<file path="config.mk">
export PLATFORM = sky130hd
export DESIGN_NAME = ghw_ctrl
export DESIGN_NICKNAME = d
export VERILOG_FILES = /design/src/design/assert_macros.svh /design/src/design/ghw_pkg.sv /design/src/design/ghw_ctrl.sv
export SDC_FILE = /design/constraint.sdc
export NUM_CORES = 1
export LEC_CHECK = 0
export ABC_CLOCK_PERIOD_IN_PS = 1400
export BUFFER_PORTS_ARGS = -buffer_cell sky130_fd_sc_hd__buf_2
export CORE_MARGIN = 5
export CORE_UTILIZATION = 40
export CTS_BUF_LIST = sky130_fd_sc_hd__clkbuf_8
export DETAILED_ROUTE_END_ITERATION = 6
export PLACE_DENSITY = 0.68
export RECOVER_POWER = 100
export SYNTH_ARGS = -nofsm -noshare
export SYNTH_HDL_FRONTEND = slang
export SYNTH_SLANG_ARGS = --single-unit
</file>
<file path="constraint.sdc">
create_clock -name clk -period 1.4 [get_ports clk]
set_clock_uncertainty 0.15 [all_clocks]
set_input_delay 0 -clock clk [delete_from_list [all_inputs] [get_ports clk]]
set_output_delay 0 -clock clk [all_outputs]
set_load 0.05 [all_outputs]
</file>
<file path="src/design/assert_macros.svh">
// Assertion macros for the design files; only the datapath includes them.
// In synthesis builds the macros expand to nothing.
`ifndef ASSERT_MACROS_SVH
`define ASSERT_MACROS_SVH
`ifndef SYNTHESIS
// Condition must hold at every clock edge outside reset.
`define GHW_ASSERT(lbl, clk, rst, cond) \
  lbl: assert property (@(posedge clk) disable iff (rst) (cond)) \
    else $error("assertion failed");
// Antecedent implies consequent in the same cycle.
`define GHW_ASSERT_IMP(lbl, clk, rst, ante, cons) \
  lbl: assert property (@(posedge clk) disable iff (rst) (ante) |-> (cons)) \
    else $error("assertion failed");
`else
`define GHW_ASSERT(lbl, clk, rst, cond)
`define GHW_ASSERT_IMP(lbl, clk, rst, ante, cons)
`endif
`endif

</file>
<file path="src/design/ghw_pkg.sv">
// ----------------------------------------------------------------------------
// ghw_pkg
// Types, constants and the arctangent table for the heading block.
// ----------------------------------------------------------------------------
`timescale 1ns / 1ps
package ghw_pkg;

  localparam int WINDOW_MAX   = 16;
  localparam int PTR_W        = $clog2(WINDOW_MAX);
  localparam int CNT_W        = $clog2(WINDOW_MAX + 1);
  localparam int MIN_WINDOW   = 2;
  localparam int CORDIC_STEPS = 16;
  localparam int CITER_W      = $clog2(CORDIC_STEPS);
  localparam int SPEED_SCALE  = 62500;
  localparam int MSTEP_LAST   = 7;

  // register indexes
  localparam logic [1:0] REG_ENABLE    = 2'd0;
  localparam logic [1:0] REG_WINDOW    = 2'd1;
  localparam logic [1:0] REG_THRESHOLD = 2'd2;

  localparam logic        RST_ENABLE    = 1'b1;
  localparam logic [4:0]  RST_WINDOW    = 5'd10;
  localparam logic [15:0] RST_THRESHOLD = 16'd256;

  typedef struct packed {
    logic signed [31:0] pos_x;
    logic signed [31:0] pos_y;
    logic [31:0]        fix_time;
  } fix_t;

  typedef struct packed {
    logic               yaw_valid;
    logic signed [15:0] yaw_angle;
  } head_t;

  typedef struct packed {
    logic               accept;
    logic               diff;
    logic               mul;
    logic               acc;
    logic               cmp;
    logic               cinit;
    logic               citer;
    logic               load_out;
    logic [2:0]         mstep;
    logic [CITER_W-1:0] cidx;
  } cmd_t;

  typedef struct packed {
    logic ok;
    logic can_load;
  } stat_t;

  // atan(2^-i) in units of pi/2^31
  function automatic logic [31:0] atan_entry(input logic [4:0] i);
    logic [31:0] r;
    case (i)
      5'd0:  r = 32'd536870912;
      5'd1:  r = 32'd316933406;
      5'd2:  r = 32'd167458907;
      5'd3:  r = 32'd85004756;
      5'd4:  r = 32'd42667331;
      5'd5:  r = 32'd21354465;
      5'd6:  r = 32'd10679838;
      5'd7:  r = 32'd5340245;
      5'd8:  r = 32'd2670163;
      5'd9:  r = 32'd1335087;
      5'd10: r = 32'd667544;
      5'd11: r = 32'd333772;
      5'd12: r = 32'd166886;
      5'd13: r = 32'd83443;
      5'd14: r = 32'd41722;
      5'd15: r = 32'd20861;
      5'd16: r = 32'd10430;
      5'd17: r = 32'd5215;
      5'd18: r = 32'd2608;
      5'd19: r = 32'd1304;
      5'd20: r = 32'd652;
      5'd21: r = 32'd326;
      5'd22: r = 32'd163;
      5'd23: r = 32'd81;
      default: r = 32'd0;
    endcase
    return r;
  endfunction

endpackage

</file>
<file path="src/design/ghw_ctrl.sv">
// ----------------------------------------------------------------------------
// ghw_ctrl
// Sequencer: fix capture, difference, multiply steps, compare, CORDIC, output.
// ----------------------------------------------------------------------------
`timescale 1ns / 1ps
module ghw_ctrl (
  input  logic           clk,
  input  logic           rst,
  input  logic           fix_valid,
  output logic           fix_stall,
  output logic           cfg_ready,
  input  ghw_pkg::stat_t stat,
  output ghw_pkg::cmd_t  cmd
);
  import ghw_pkg::*;

  typedef enum logic [8:0] {
    S_IDLE  = 9'b000000001,
    S_READ  = 9'b000000010,
    S_CHK   = 9'b000000100,
    S_MUL   = 9'b000001000,
    S_ACC   = 9'b000010000,
    S_CMP   = 9'b000100000,
    S_CINIT = 9'b001000000,
    S_CITER = 9'b010000000,
    S_DONE  = 9'b100000000
  } state_t;

  state_t             state, state_next;
  logic [2:0]         mstep;
  logic [CITER_W-1:0] cidx;

  // a waiting fix goes first, so a register write never meets an accept
  assign fix_stall = (state != S_IDLE);
  assign cfg_ready = (state == S_IDLE) && !fix_valid;

  // next state and commands
  always_comb begin
    state_next   = state;
    cmd          = '0;
    cmd.mstep    = mstep;
    cmd.cidx     = cidx;
    case (state)
      S_IDLE: begin
        if (fix_valid) begin
          cmd.accept = 1'b1;
          state_next = S_READ;
        end
      end
      S_READ: begin
        cmd.diff   = 1'b1;
        state_next = S_CHK;
      end
      S_CHK: begin
        state_next = stat.ok ? S_MUL : S_DONE;
      end
      S_MUL: begin
        cmd.mul    = 1'b1;
        state_next = S_ACC;
      end
      S_ACC: begin
        cmd.acc    = 1'b1;
        state_next = (mstep == 3'(MSTEP_LAST)) ? S_CMP : S_MUL;
      end
      S_CMP: begin
        cmd.cmp    = 1'b1;
        state_next = S_CINIT;
      end
      S_CINIT: begin
        cmd.cinit  = 1'b1;
        state_next = stat.ok ? S_CITER : S_DONE;
      end
      S_CITER: begin
        cmd.citer  = 1'b1;
        if (cidx == CITER_W'(CORDIC_STEPS - 1)) state_next = S_DONE;
      end
      S_DONE: begin
        if (stat.can_load) begin
          cmd.load_out = 1'b1;
          state_next   = S_IDLE;
        end
      end
      default: state_next = S_IDLE;
    endcase
  end

  // state and step counters
  always_ff @(posedge clk) begin
    if (rst) begin
      state <= S_IDLE;
      mstep <= '0;
      cidx  <= '0;
    end else begin
      state <= state_next;
      if (state == S_IDLE) mstep <= '0;
      else if (state == S_ACC) mstep <= mstep + 3'd1;
      if (state == S_IDLE) cidx <= '0;
      else if (state == S_CITER) cidx <= cidx + CITER_W'(1);
    end
  end

endmodule

</file>
Word-level counts from Yosys, hierarchy flattened
Cells that the tools add are included.

Register bits after elaboration: 16. Bits in latches: 0. RAM bits: 0. ROM bits: 0. Bits of input ports: 5. Output and inout bits: 17. Logic and storage cells: 41. Memories: 0.

$add $sub $neg: 2. Multipliers: 0. Div/mod/pow operators: 0. $lt $le $gt $ge: 0. Equality and inequality tests: 15. Shift operators: 0. Mux-type cells: 17. Bitwise operators: 0. Reduce and logical (&&, ||, !) cells: 4.

Operators by type and width (number): $pmux 9 s9 (1); $mux 9 (5); $mux 1 (10); $eq 9x1->1 const B (1); $eq 9x2->1 const B (1); $eq 9x3->1 const B (1); $eq 9x4->1 const B (1); $eq 9x5->1 const B (1); $eq 9x6->1 const B (1); $eq 9x7->1 const B (1); $eq 9x8->1 const B (1); $eq 9x9->1 const B (1); $ne 9x1->1 const B (1); $mux 6 (1); $ne 2x2->1 const B (3); $add 4x1->4 const B (1); $eq 4x4->1 const B (1); $add 3x1->3 const B (1); $eq 3x3->1 const B (1); $reduce_and 3->1 (1); $reduce_or 2->1 (1); $logic_and 1x1->1 (1); $logic_not 1->1 (1).

Logic depth before layout (Yosys ltp)
Depth in word-level cells: 3. Gate-level depth with buffers: 6.

Worst setup path before layout
OpenSTA, ideal clock, no wires.

Path type: register to output. From: reg state[1]. To: out cmd[14] in the netlist's numbering. Arrival: 2.260 ns. Data required time: 1.250 ns. Setup slack: -1.010 ns. Cell stages (with the launch flop): 5. Cells stage by stage: dfxtp_1 -> nor4_2 -> buf_4 -> nand4_1 -> nor2_1.

RTL lines: start: declaration (RTL line ghw_ctrl.sv:29) `state_t state, state_next;`; start signal: assignment (RTL line ghw_ctrl.sv:94) `state <= state_next;`; end: declaration (RTL line ghw_ctrl.sv:13) `output ghw_pkg::cmd_t cmd`.

==> run_results.csv <==
group,metric,value,unit
min_path,min_from,"stat[0]",
clock_tree,clock-root-buffer,"clkbuf_8",
timing,hold_slack,0.0205,ns
synthesis,syn_nets,111,
route,drc_errors,0,
timing,final-hold-violation-count,0,
setup_path,arrival,1.59,ns
power_and_ir_drop,ir_worst_vdd,0.802,mV
route,drt_iter0_drc,27,
cells_and_area,mostFrequentLayoutCell,"buf_4",
floorplan,dieWidth,58.0,microns
global_routing,antenna_found_initial,0,
floorplan,core-area,2210,sq um
setup_path,criticalPathCategory,"reg2out",
global_routing,grt_pass1_vias,965,
timing,fin_crit_sh,125,%
synthesis,synth.ff_latch_count,16,
route,drt_wl_total,2760,microns
timing,fin_ws,-0.343,ns
setup_path,worstSetupStartpoint,"state[2]",
clock_tree,cts.clk_slew.worst_paths,0.07,ns
synthesis,synth_mux_area_share,2.18,%
global_routing,grt_max_degree,10,
synthesis,synth.distinct_cells,38,
clock_tree,cts_tree,"done",
synthesis,synth_compound_area_share,9.39,%
cells_and_area,most-common-layout-cells,"buf_4, dfxtp_1, nor2_1, buf_6",
min_path,worstHoldPathType,"in2reg",
timing,finalSetupViolCount,26,
route,dr.pass1.iters,4,
placement,dpl_worst_slack,-0.248,ns
synthesis,synth_cells,103,
timing,worstMarginPinSlew,0.588,ns
cells_and_area,antenna_cells,0,
setup_path,critPathLaunchType,"flip-flop",
placement,gp_congestion,0.866,
global_routing,track_usage,16.3,%
timing,final_max_slew_viol_count,0,
route,drt.antenna.violating_nets,0,
timing,slew_headroom,61.0,%
placement,portBuffers,21,
floorplan,die-area,3360,sq um
cells_and_area,drive_above_1_share,57.9,%
timing,rsz0062_at_grt,"yes",
clock_tree,cts_made_buffers,3,
setup_path,path_max_fanout,4,
setup_path,r2r_cells,8,
clock_tree,clock_latency,0.26,ns
floorplan,initial_core_util,41.6,%
synthesis,synth_top_family_by_area,"simple AND/OR/NAND/NOR gates",
timing,period_needed,1.74,ns
cells_and_area,area_growth,73.7,%
outcome,status,"complete, but fails checks",
power_and_ir_drop,leakagePower,0.723,nW
route,wl_per_cell,14.7,microns
floorplan,io_pins,22,
synthesis,synth_simple_gate_area_share,37.8,%
route,routed-via-count,996,
synthesis,yosysSeqAreaShare,34.8,%
route,viasPerCell,5.33,
cells_and_area,regArea,333,sq um
synthesis,yosys.area_share.adder,4.08,%
global_routing,overflow,0,
floorplan,die_height,58.0,microns
placement,place_hpwl,1780,microns
synthesis,synth-xor-area-share,5.71,%
min_path,hold_path_depth,4,
cells_and_area,utilization,72.2,%
setup_path,required,1.25,ns
cells_and_area,multiInputGateArea,662,sq um
synthesis,synth_area,920,sq um
timing,fmax,574,MHz
flow_run,cap_viol_max_count,0,
setup_path,regToRegStartpoint,"state[2]",
cells_and_area,fill_cells,158,
synthesis,syn_avg_cell_area,8.93,sq um
clock_tree,clkSinkCount,16,
power_and_ir_drop,powerDensity,737,nW/um^2
cells_and_area,nets,168,
floorplan,num_rows,17,
clock_tree,cts-htree-levels,1,
synthesis,synth_warnings,0,
global_routing,grt_pass1_wl,4370,microns
clock_tree,cts_buffer_depth,2,
outcome,violations,"setup timing",
setup_path,end_kind,"output port",
state kept, by name, indices dropped and copies added, names as in the netlist:
name and count:
state 9, cidx 4, mstep 3
routing by layer:
metal	track usage, %	up-vias	wire, microns
li1	-	482	-
met1	21.1	479	1140
met2	27.4	28	1430
met3	1.56	7	119
met4	6.95	0	61
met5	0	-	0
layout make-up:
cell class              count  share of cell area (%)
clock buffers               4                    3.45
inverters                   6                    1.96
multi-input cells          76                    41.4
flip-flops and latches     16                    20.8
well taps                  28                    2.19
repair buffers             57                    30.1
report_power, final:
group	total, W	internal, W	switching, W
Clock	0.000417	0.000250	0.000167
Sequential	0.000470	0.000461	0.00000894
Combinational	0.000291	0.000135	0.000156
Total	0.00118	0.000846	0.000332
critical path: stages, from the launching register on:
cell and delay (ns):
dfxtp_2 0.32, nor4_2 0.27, buf_4 0.17, nand4_1 0.14, buf_4 0.20, nor2_4 0.09
buf_8 0.15
cell families after synthesis:
family	count (synthesis)
compound gates	13
flops	16
buf+inv	11
simple gates	52
mux	2
xor+xnor	6
fa+ha+maj	3
synthesized netlist by cell type, drive strengths merged:
master  count  area [sq um]
a211oi      2          15.0
a21oi       6          33.8
a31oi       1          6.26
and3        1          6.26
and4        3          28.8
buf         5          32.5
dfxtp      16           320
ha          3          37.5
inv         6          22.5
mux2i       2          20.0
nand2       4          15.0
nand2b      3          18.8
nand3       6          35.0
nand4       3          18.8
nand4b      2          32.5
nor2       15          63.8
nor2b       1          6.26
nor3        3          26.3
nor3b       2          20.0
nor4        1          12.5
nor4b       5          43.8
o21ai       1          5.00
o22a        2          17.5
o32ai       1          8.76
or3         2          12.5
or4         1          7.51
xnor2       2          17.5
xor2        4          35.0
through the flow:
step | instances | area (sq um) | power [W] | setup TNS, ns
final | 187 | 1600 | 0.00118 | -5.52
after global routing | 187 | 1600 | 0.00123 | -7.44
after CTS | 182 | 1490 | 0.00114 | -5.35
after detailed placement | 171 | 1240 | 0.000691 | -3.67
after global placement | 171 | 1240 | 0.000688 | -2.90
after floorplan | 103 | 950 | 0.000616 | -8.15
what timing repair did:
action / 4_1_cts / 5_1_grt
hold endpoints to repair: 6 / 0
hold buffers: 3 / 0
setup buffers: 4 / 6
pin swaps: 10 / 13
endpoints found under the setup margin: 26 / 26
resized for setup: 43 / 17
path summary, 6_finish.rpt:
check	endpoint	slack, ns
min reg2reg	cidx[3]	0.39
max reg2reg	cidx[3]	-0.28
min	state[8]	0.02
max	cmd[14]	-0.34
Power figures use the tool's default switching activity.
